## src/sv/lfu_pkg.sv

```systemverilog
// constants shared by the lfu cache and its checker
`default_nettype none

package lfu_pkg;

	// number of entries held
	localparam int CAPACITY = 16;

	// field widths; the index, occupancy and limit widths are derived
	localparam int IDX_W  = (CAPACITY > 1) ? $clog2(CAPACITY) : 1;
	localparam int OCC_W  = $clog2(CAPACITY + 1);
	localparam int CAP_W  = 5;
	localparam int LIM_W  = (OCC_W > CAP_W) ? OCC_W : CAP_W;
	localparam int KEY_W  = 32;
	localparam int DATA_W = 32;
	localparam int CNT_W  = 32;

	// capacity register reset value
	localparam logic [CAP_W-1:0] CAP_RESET = 5'd16;

	// value returned by a get that misses
	localparam logic [DATA_W-1:0] MISS_VALUE = {DATA_W{1'b1}};

	// operation codes
	localparam logic OP_GET = 1'b0;
	localparam logic OP_PUT = 1'b1;

endpackage

`default_nettype wire

```

## src/sv/lfu_cache.sv

```systemverilog
// lfu_cache: least-frequently-used key/value cache with least-recent tie-break
//
// channels: cfg (cfg_valid/cfg_ready/cfg_data) writes the capacity register;
// cfg_ready is always high, and writes are meant to land while no item is in
// flight. in (in_valid/in_ready) carries op, key and value; out
// (out_valid/out_ready) carries hit and read_value, one result per get and
// none per put.
// each item passes through a capture step, a scan over the entries, where a
// single key compare and a single count/rank compare look for the match, the
// eviction victim and the first free slot, one entry at a time, and a
// write-back step. in_ready is high only between items.
// a get's result is registered at write-back, which a stall can hold back.
// results sit in an output register: the next item is taken while a result
// waits, and a get that finishes while the receiver still stalls holds in
// write-back until the register frees up. a put never waits on the receiver.
// reset clears all valid bits, the occupancy, the pending result and sets
// capacity to 16; no clearing pass is needed.
`default_nettype none

module lfu_cache (
	input  wire logic                              clk,
	input  wire logic                              arst_n,
	input  wire logic                              cfg_valid,
	output logic                                   cfg_ready,
	input  wire logic [lfu_pkg::CAP_W-1:0]         cfg_data,
	input  wire logic                              in_valid,
	output logic                                   in_ready,
	input  wire logic                              op,
	input  wire logic signed [lfu_pkg::KEY_W-1:0]  key,
	input  wire logic signed [lfu_pkg::DATA_W-1:0] value,
	output logic                                   out_valid,
	input  wire logic                              out_ready,
	output logic                                   hit,
	output logic signed [lfu_pkg::DATA_W-1:0]      read_value
);

	localparam int N      = lfu_pkg::CAPACITY;
	localparam int IdxW   = lfu_pkg::IDX_W;
	localparam int OccW   = lfu_pkg::OCC_W;
	localparam int LimW   = lfu_pkg::LIM_W;
	localparam int KeyW   = lfu_pkg::KEY_W;
	localparam int DataW  = lfu_pkg::DATA_W;
	localparam int CntW   = lfu_pkg::CNT_W;

	localparam logic [1:0] ST_IDLE   = 2'd0;
	localparam logic [1:0] ST_SCAN   = 2'd1;
	localparam logic [1:0] ST_UPDATE = 2'd2;

	localparam logic [IdxW-1:0] LAST_IDX = IdxW'(N - 1);

	// control state
	logic [1:0]                   state_q;
	logic [IdxW-1:0]              idx_q;
	logic [N-1:0]                 valid_q;
	logic [OccW-1:0]              occ_q;
	logic [lfu_pkg::CAP_W-1:0]    capacity_q;
	logic                         out_valid_q;
	logic                         hit_found_q;
	logic                         vic_found_q;
	logic                         ff_found_q;

	// captured item and scan results
	logic                         op_q;
	logic [KeyW-1:0]              key_q;
	logic [DataW-1:0]             val_q;
	logic [IdxW-1:0]              hit_idx_q;
	logic [DataW-1:0]             hit_val_q;
	logic [CntW-1:0]              hit_cnt_q;
	logic [IdxW-1:0]              hit_rank_q;
	logic [IdxW-1:0]              vic_idx_q;
	logic [CntW-1:0]              vic_cnt_q;
	logic [IdxW-1:0]              vic_rank_q;
	logic [IdxW-1:0]              ff_idx_q;

	// entry store
	logic [KeyW-1:0]              ent_key_q   [N];
	logic [DataW-1:0]             ent_val_q   [N];
	logic [CntW-1:0]              ent_cnt_q   [N];
	logic [IdxW-1:0]              ent_rank_q  [N];

	// result register
	logic                         hit_q;
	logic [DataW-1:0]             rdata_q;

	// combinational
	logic [LimW-1:0]              lim;
	logic                         lim_zero;
	logic                         scan_valid;
	logic [CntW-1:0]              scan_cnt;
	logic [IdxW-1:0]              scan_rank;
	logic                         scan_match;
	logic                         scan_better;
	logic                         go;
	logic                         upd_en;
	logic                         touch_en;
	logic                         ins_path;
	logic                         evict;
	logic                         slot_ok;
	logic [IdxW-1:0]              slot;
	logic                         do_insert;
	logic [CntW-1:0]              hit_cnt_inc;

	assign cfg_ready  = 1'b1;
	assign in_ready   = (state_q == ST_IDLE);
	assign out_valid  = out_valid_q;
	assign hit        = hit_q;
	assign read_value = rdata_q;

	// effective entry limit
	assign lim      = (LimW'(capacity_q) > LimW'(N)) ? LimW'(N) : LimW'(capacity_q);
	assign lim_zero = (lim == '0);

	// shared compare unit over the entry under scan
	assign scan_valid  = valid_q[idx_q];
	assign scan_cnt    = ent_cnt_q[idx_q];
	assign scan_rank   = ent_rank_q[idx_q];
	assign scan_match  = scan_valid && (ent_key_q[idx_q] == key_q);
	assign scan_better = scan_valid && (!vic_found_q || (scan_cnt < vic_cnt_q) ||
		((scan_cnt == vic_cnt_q) && (scan_rank > vic_rank_q)));

	// write-back decisions
	assign go          = (op_q == lfu_pkg::OP_PUT) || !out_valid_q || out_ready;
	assign upd_en      = (state_q == ST_UPDATE) && go;
	assign touch_en    = hit_found_q && ((op_q == lfu_pkg::OP_GET) || !lim_zero);
	assign ins_path    = (op_q == lfu_pkg::OP_PUT) && !lim_zero && !hit_found_q;
	assign evict       = ins_path && (LimW'(occ_q) >= lim) && vic_found_q;
	assign slot_ok     = evict || ff_found_q;
	assign slot        = (evict && !(ff_found_q && (ff_idx_q < vic_idx_q))) ? vic_idx_q
		: ff_idx_q;
	assign do_insert   = ins_path && slot_ok;
	assign hit_cnt_inc = (hit_cnt_q == {CntW{1'b1}}) ? hit_cnt_q : (hit_cnt_q + 1'b1);

	// sequencer, valid bits, occupancy and handshake state
	always_ff @(posedge clk or negedge arst_n) begin
		if (!arst_n) begin
			state_q     <= ST_IDLE;
			idx_q       <= '0;
			valid_q     <= '0;
			occ_q       <= '0;
			capacity_q  <= lfu_pkg::CAP_RESET;
			out_valid_q <= 1'b0;
			hit_found_q <= 1'b0;
			vic_found_q <= 1'b0;
			ff_found_q  <= 1'b0;
		end else begin
			if (cfg_valid && cfg_ready) begin
				capacity_q <= cfg_data;
			end
			// result register: a finished get loads it, the receiver empties it
			if (upd_en && (op_q == lfu_pkg::OP_GET)) begin
				out_valid_q <= 1'b1;
			end else if (out_valid_q && out_ready) begin
				out_valid_q <= 1'b0;
			end
			unique case (state_q)
				ST_IDLE: begin
					if (in_valid) begin
						state_q     <= ST_SCAN;
						idx_q       <= '0;
						hit_found_q <= 1'b0;
						vic_found_q <= 1'b0;
						ff_found_q  <= 1'b0;
					end
				end
				ST_SCAN: begin
					if (scan_match && !hit_found_q) begin
						hit_found_q <= 1'b1;
					end
					if (scan_better) begin
						vic_found_q <= 1'b1;
					end
					if (!scan_valid) begin
						ff_found_q <= 1'b1;
					end
					if (idx_q == LAST_IDX) begin
						state_q <= ST_UPDATE;
					end else begin
						idx_q <= idx_q + 1'b1;
					end
				end
				ST_UPDATE: begin
					if (go) begin
						state_q <= ST_IDLE;
						// the victim's slot is reused unless a free slot lies below it
						if (evict && (slot != vic_idx_q)) begin
							valid_q[vic_idx_q] <= 1'b0;
						end
						if (do_insert) begin
							valid_q[slot] <= 1'b1;
						end
						occ_q <= occ_q - OccW'(evict) + OccW'(do_insert);
					end
				end
				default: begin
					state_q <= ST_IDLE;
				end
			endcase
		end
	end

	// item capture, scan captures, entry store and result payload
	always_ff @(posedge clk) begin
		if (in_valid && in_ready) begin
			op_q  <= op;
			key_q <= key;
			val_q <= value;
		end
		if (state_q == ST_SCAN) begin
			if (scan_match && !hit_found_q) begin
				hit_idx_q  <= idx_q;
				hit_val_q  <= ent_val_q[idx_q];
				hit_cnt_q  <= scan_cnt;
				hit_rank_q <= scan_rank;
			end
			if (scan_better) begin
				vic_idx_q  <= idx_q;
				vic_cnt_q  <= scan_cnt;
				vic_rank_q <= scan_rank;
			end
			if (!scan_valid && !ff_found_q) begin
				ff_idx_q <= idx_q;
			end
		end
		if (upd_en) begin
			// result of a get
			if (op_q == lfu_pkg::OP_GET) begin
				hit_q   <= hit_found_q;
				rdata_q <= hit_found_q ? hit_val_q : lfu_pkg::MISS_VALUE;
			end
			// per-entry rank lanes
			for (int j = 0; j < N; j++) begin
				if (touch_en) begin
					if (valid_q[j] && (ent_rank_q[j] < hit_rank_q)) begin
						ent_rank_q[j] <= ent_rank_q[j] + 1'b1;
					end
				end else if (do_insert) begin
					if (valid_q[j] && !(evict && (IdxW'(j) == vic_idx_q))) begin
						ent_rank_q[j] <= ent_rank_q[j] + 1'b1 -
							IdxW'(evict && (ent_rank_q[j] > vic_rank_q));
					end
				end
			end
			// touched entry
			if (touch_en) begin
				ent_rank_q[hit_idx_q] <= '0;
				ent_cnt_q[hit_idx_q]  <= hit_cnt_inc;
				if (op_q == lfu_pkg::OP_PUT) begin
					ent_val_q[hit_idx_q] <= val_q;
				end
			end
			// inserted entry
			if (do_insert) begin
				ent_key_q[slot]  <= key_q;
				ent_val_q[slot]  <= val_q;
				ent_cnt_q[slot]  <= CntW'(1);
				ent_rank_q[slot] <= '0;
			end
		end
	end

endmodule

`default_nettype wire

```

## config.mk

```make
export PLATFORM = sky130hd
export DESIGN_NAME = lfu_cache
export DESIGN_NICKNAME = d
export VERILOG_FILES = /design/src/sv/lfu_pkg.sv /design/src/sv/lfu_cache.sv
export SDC_FILE = /design/constraint.sdc
export NUM_CORES = 2
export LEC_CHECK = 0
export BUFFER_PORTS_ARGS = -buffer_cell sky130_fd_sc_hd__buf_2
export CORE_UTILIZATION = 51
export DETAILED_ROUTE_END_ITERATION = 10
export PLACE_DENSITY = 0.77
export SYNTH_ARGS = -nofsm -noshare
export SYNTH_HDL_FRONTEND = slang
export SYNTH_SLANG_ARGS = --single-unit
```

## constraint.sdc

```tcl
create_clock -name clk -period 8.48 [get_ports clk]
set_input_delay 1.696 -clock clk [delete_from_list [all_inputs] [get_ports clk]]
set_output_delay 1.696 -clock clk [all_outputs]
set_load 0.05 [all_outputs]
```

-- After elaboration in Yosys (flattened, before gate mapping)
Memory sizes are Yosys's and may differ from the RTL's. A register that Yosys moved wholly into a read port is not among the register bits.
Cells that the tools add are included.
- flip-flop bits (word level): 218
- bits in latches: 0
- bits in writable memories: 1600
- ROM bits: 0
- bits of input ports: 75
- output and inout bits: 36
- word-level logic and storage cells: 491
- memories: 4
- memories (memory ; depth ; bits a word ; read ports ; clocked after Yosys merged registers in ; wr ports ; line ; source):
    ent_cnt_q ; 16 ; 32 ; 1 ; 0 ; 1 ; lfu_cache.sv:78 ; logic [CntW-1:0] ent_cnt_q [N];
    ent_key_q ; 16 ; 32 ; 1 ; 0 ; 1 ; lfu_cache.sv:76 ; logic [KeyW-1:0] ent_key_q [N];
    ent_val_q ; 16 ; 32 ; 1 ; 1 ; 1 ; lfu_cache.sv:77 ; logic [DataW-1:0] ent_val_q [N];
    ent_rank_q ; 16 ; 4 ; 17 ; 0 ; 17 ; lfu_cache.sv:79 ; logic [IdxW-1:0] ent_rank_q [N];
- add/sub/neg operators: 36
- multipliers: 0
- div/mod/pow operators: 0
- magnitude comparators: 42
- eq/ne operators: 29
- shift operators: 0
- mux-type cells: 208
- bitwise logic cells: 20
- reduce and logical (&&, ||, !) cells: 131
- operator list (cell ; count):
    1-bit two-way mux ; 166
    32-bit two-way mux ; 3
    4-bit two-way mux ; 23
    1-bit logical AND ; 84
    4-bit by 1-bit adder with 4-bit output, second input constant ; 17
    4-bit > comparator ; 17
    4-bit < comparator ; 17
    32-bit == test ; 2
    16-bit two-way mux ; 4
    32-bit OR reduction ; 2
    4-bit by 1-bit subtractor with 4-bit output ; 16
    32-bit by 1-bit adder with 32-bit output, second input constant ; 1
    32-bit == test, second input constant ; 1
    4-bit == test, first input constant ; 8
    32-bit < comparator ; 1
    1-bit zero test ; 23
    16-bit AND ; 1
    3-bit by 4-bit == test with 1-bit output, first input constant ; 4
    16-bit inverter ; 1
    1-bit OR ; 16
    16-bit OR ; 1
    4-bit by 5-bit < comparator with 1-bit output, second input constant ; 3
    3-bit AND reduction ; 5
    2-bit != test, second input constant ; 6
    other kinds (27) ; 44

-- Logic depth before layout (Yosys ltp)
- word-level depth: 17
- gate-level depth with buffers: 21

-- Least setup slack after synthesis
OpenSTA, ideal clock, no wires.
- kind: reg2reg
- start point: reg idx_q[1]
- end point: reg vic_cnt_q[0] (enable)
- library setup time: 493 ps
- arrival time: 6930 ps
- data required time: 7987 ps
- setup slack: 1057 ps
- stages on the path, launching flop included: 18
- path buffers: 6
- cells stage by stage: dfrtp_1 -> buf_4 -> buf_4 -> buf_2 -> buf_2 -> buf_2 -> buf_1 -> mux4_2 -> mux4_2 -> ha_1 -> a21o_1 -> a21o_1 -> a21o_1 -> a21o_1 -> a221o_1 -> nand2_1 -> o2111ai_1 -> o21ai_0
- word-level cells in the longest chain between the ends: 6
- elaborated cells on any way between the ends: 12
- classes of those cells: 2 x order compare; 1 x eq/ne; 2 x mux; 5 x reduce/logical; 2 x memory
- RTL lines (item ; line ; source):
    from (decl) ; lfu_cache.sv:53 ; logic [IdxW-1:0] idx_q;
    from (signal assigned) ; lfu_cache.sv:178 ; idx_q <= idx_q + 1'b1;
    memory 16 x 32 bit * ; -- ;
    via scan_cnt[17] ; lfu_cache.sv:89 ; logic [CntW-1:0] scan_cnt;
    32-bit < comparator / 32-bit == test (equally long branches) ; lfu_cache.sv:118, lfu_cache.sv:119 ;
    1-bit logical OR / 1-bit logical AND (equally long branches) ; lfu_cache.sv:118, lfu_cache.sv:119 ;
    1-bit logical OR * ; lfu_cache.sv:118 ; assign scan_better = scan_valid && (!vic_found_q || (scan_cnt < vic_cnt_q) ||
    1-bit logical AND * ; lfu_cache.sv:118 ;
    2-bit AND reduction (no line) * ; -- ;
    to (signal assigned) ; lfu_cache.sv:217 ; vic_cnt_q <= scan_cnt;
    to (decl) ; lfu_cache.sv:71 ; logic [CntW-1:0] vic_cnt_q;
Mark *: on every way through the listed nets, which the timed path passes. The rest lies on a longest branch. The select of a mux whose other input is x is not followed.
A chain may end at the register's enable or synchronous reset.

-- Worst setup path in the final report
- start point: reg idx_q[0]
- end point: reg vic_idx_q[2] (enable)
- word-level cells in the longest chain between the ends: 6
- elaborated cells on any way between the ends: 12
- classes of those cells: 2 x order compare; 1 x eq/ne; 2 x mux; 5 x reduce/logical; 2 x memory
- RTL lines (item ; line ; source):
    memory 16 x 32 bit * ; -- ;
    via scan_cnt[1] ; lfu_cache.sv:89 ;
    32-bit < comparator / 32-bit == test (equally long branches) ; lfu_cache.sv:118, lfu_cache.sv:119 ;
    1-bit logical OR / 1-bit logical AND (equally long branches) ; lfu_cache.sv:118, lfu_cache.sv:119 ;
    1-bit logical OR * ; lfu_cache.sv:118 ;
    1-bit logical AND * ; lfu_cache.sv:118 ;
    2-bit AND reduction (no line) * ; -- ;
    to (signal assigned) ; lfu_cache.sv:216 ; vic_idx_q <= idx_q;
    to (decl) ; lfu_cache.sv:70 ; logic [IdxW-1:0] vic_idx_q;
Marks and branches as above.

==> impl_metrics.toml <==
[sta]
setup_viol = 0
worst_hold_slack_ns = 0.500
rsz0062_at_grt = "no"
finalCritPeriodShare_pct = 65.6
drv_slew = 0
final.setup.tns_ns = 0
fin_ws_ns = 2.91
slew_headroom_pct = 13.5
fmax_ghz = 0.180
clock_skew_ns = 0.0670
period_needed_ns = 5.57
worst_pin_slew_ns = 1.29
hold_viol_final = 0

[layout]
nets = 4544
drive_gt1_share_pct = 22.4
multi_input_area_um2 = 21500
seq_area_um2 = 54700
post-route-util_pct = 57.4
nFillCells = 10700
syn_to_final_growth_pct = 11.5

[floorplan]
dieArea_um2 = 153000
num_io_pins = 111
core-area_um2 = 150000
die_x_um = 391
row_count = 142
fp.dieH_um = 391
initial_core_util_pct = 51.5

[clock_network]
clock_sinks = 1850
cts_resized = 0
ctsHtreeMaxLevel = 4
cts_buffers = 177
clk_latency_ns = 0.83
cts_tree = "built"
clkSlewWorstSetupHoldPaths_ns = 0.06
hold_buffers = 0
root_buffer = "clkbuf_16"
cts_max_path_buffers = 3
cts_setup_buffers = 0

[power_and_ir_drop]
p_int_uw = 17900
power.total_uw = 25100
p_seq_share_pct = 43.3
p_leak_uw = 0.0288
combinationalPowerShare_pct = 25.3
ir_worst_vdd_mv = 0.285
power_per_cell_area_nw_per_um2 = 292
swShare_pct = 28.8
pwr-share-clk_pct = 31.4
p_sw_uw = 7250

[global_route]
grt_use_total_pct = 23.4
grt_pass1_wl_mm = 263
antenna_found_initial = 4
grt-ovfl-total = 0
grt_max_degree = 128
grt_pass1_vias = 40700

[detailed_routing]
vias_per_cell = 6.22
drt-pass1-iter-count = 6
drt_iter0_drc = 4256
wl_per_cell_um = 27.6
num_vias = 39900
wl_mm = 177
drc = 0
ant_nets = 0

[logic_synthesis]
synth_area_leaders = "edfxtp_1 (68%), mux4_2 (13%), ha_1 (3.4%)"
ys_seq_area_share_pct = 70.8
ys_async_sr_fraction_pct = 1.95
synth_ff_type = "edfxtp_1"
synth_fp_nets = 4348
synthDominantCellAreaShare_pct = 68.0
ys_warn_count = 0
synth_area_um2 = 77300
ys_ff_latch = 1850
synth_cell_types = 80
syn_avg_cell_area_um2 = 19.0
synth-edff-count = 1750
syn_inst = 4061
synth_top_area_cell = "edfxtp_1"

[placed_design]
gp_congestion = 0.862
pre_cts_ws_ns = 2.36
port-buffer-count = 109
dp_hpwl_mm = 96.9

[setup_path]
cp_data_required_time_ns = 8.88
crit_path_max_fanout = 41
end_kind = "register"
worstSetupPathType = "reg -> reg"
worstPathArrival_ns = 5.97
timing.critical_path.from_type = "register"

[status]
status = "finished, final reports clean"

[worst_hold_path]
hold_path_class = "reg -> reg"

[run]
cap_violations = 0
[cell usage after synthesis (all sizes together) (9+ instances only)]
cell	instances
a2111oi	14
or2	9
a221oi	34
buf	109
xor2	42
a41o	30
a31oi	19
nand3	63
nor2b	40
a21oi	72
xnor2	102
o21ai	66
nand2	93
and2	24
o31ai	30
a21o	49
clkbuf	58
inv	137
dfxtp	64
a211oi	44
and3	36
o22ai	12
mux4	454
nor4	17
mux2	11
mux2i	62
nand4	23
dfrtp	35
o211a	11
nor2	160
edfxtp	1750
nand2b	74
nor3	30
ha	211
[worst max-delay path: stages, from the launching register on]
cell and delay, ns:
dfrtp_4 0.85, buf_4 0.77, mux4_2 0.61, mux4_2 0.56
ha_1 0.32, nor2b_1 0.13, o21a_1 0.16, o21a_1 0.16
o21ai_0 0.15, a21oi_1 0.09, nor3_1 0.24, o2111ai_1 0.23
o21ai_4 0.25, buf_4 0.52
[worst paths after layout]
kind	start	endpoint	slack, ns	cells past startpoint
max in group asynchronous	arst_n	idx_q[1]$_DFFE_PN0P_	6.89	2
worst max-delay path	idx_q[0]$_DFFE_PN0P_	vic_idx_q[2]$_DFFE_PP_	2.91	13
min in group asynchronous	arst_n	valid_q[6]$_DFFE_PN0P_	1.02	2
worst min-delay path	hit_val_q[23]$_DFFE_PP_	read_value[23]$_SDFFCE_PN1P_	0.50	1
worst min register to register	hit_val_q[23]$_DFFE_PP_	read_value[23]$_SDFFCE_PN1P_	0.50	1
worst max register to register	idx_q[0]$_DFFE_PN0P_	vic_idx_q[2]$_DFFE_PP_	2.91	13
[final cells by class]
class,instances,area share (%)
Sequential cell,1850,63.5
Multi-Input combinational cell,1907,24.9
Clock buffer,217,5.31
Tap cell,2016,2.93
Clock inverter,106,1.41
Timing Repair Buffer,184,1.34
Inverter,137,0.605
Antenna cell,1,0.00290
[cell families after synthesis]
logic type | count (synthesis) | synth area share, %
other cells | 1 | 0.00485
buf+inv | 304 | 1.74
mux | 527 | 14.2
fa+ha+maj | 212 | 3.44
flops | 1850 | 70.8
simple gates | 589 | 3.97
xor+xnor | 144 | 1.63
compound gates | 434 | 4.21
[layout by cell type, fill, tap and decap left out, types with 29 or more instances in the layout]
master / synthesis / routed
nor3_1: 30 / 29
a221oi_1: 33 / 33
nor2b_1: 40 / 40
o21ai_0: 56 / 55
xor2_1: 42 / 42
a211oi_1: 44 / 44
nor2_1: 159 / 143
edfxtp_1: 1750 / 1750
clkbuf_16: 0 / 177
a21oi_1: 70 / 69
clkinv_1: 0 / 42
nand3_1: 63 / 62
dfxtp_1: 64 / 64
dfrtp_1: 35 / 30
clkbuf_1: 58 / 40
buf_2: 65 / 109
mux4_2: 448 / 448
buf_4: 17 / 71
inv_1: 137 / 135
a41o_1: 30 / 30
a21o_1: 49 / 49
mux2i_1: 62 / 62
nand2b_1: 74 / 74
ha_1: 211 / 211
nand2_1: 93 / 93
o31ai_1: 30 / 30
xnor2_1: 102 / 102
[power by group through the flow]
stage                     Clock (µW)  Combinational (µW)  Sequential [µW]
after floorplan                    0                4920            10800
after global placement             0                6220            11100
after detailed placement           0                6340            11100
after CTS                       7960                6420            10900
after global routing            8300                6840            10900
final                           7890                6370            10900
[per-layer routing]
| layer | GRT usage [%] | wire (µm) |
|---|---|---|
| met5 | 0 | 13 |
| met4 | 7.30 | 4990 |
| met1 | 32.7 | 71200 |
| met2 | 37.6 | 85900 |
| met3 | 4.24 | 15000 |
[sequential cells by signal (all words and copies together), names as in the netlist, 64 cells and up]
register,count
ent_cnt_q,512
ent_val_q,512
ent_rank_q,64
ent_key_q,512
[metrics by stage]
step / cell area (µm²) / cells
finish: 86200 / 6418
global route: 86200 / 6418
CTS: 86200 / 6417
detailed placement: 80400 / 6094
global placement: 80400 / 6094
floorplan: 77300 / 4061
No activity file was read; power rests on OpenSTA's default activity.
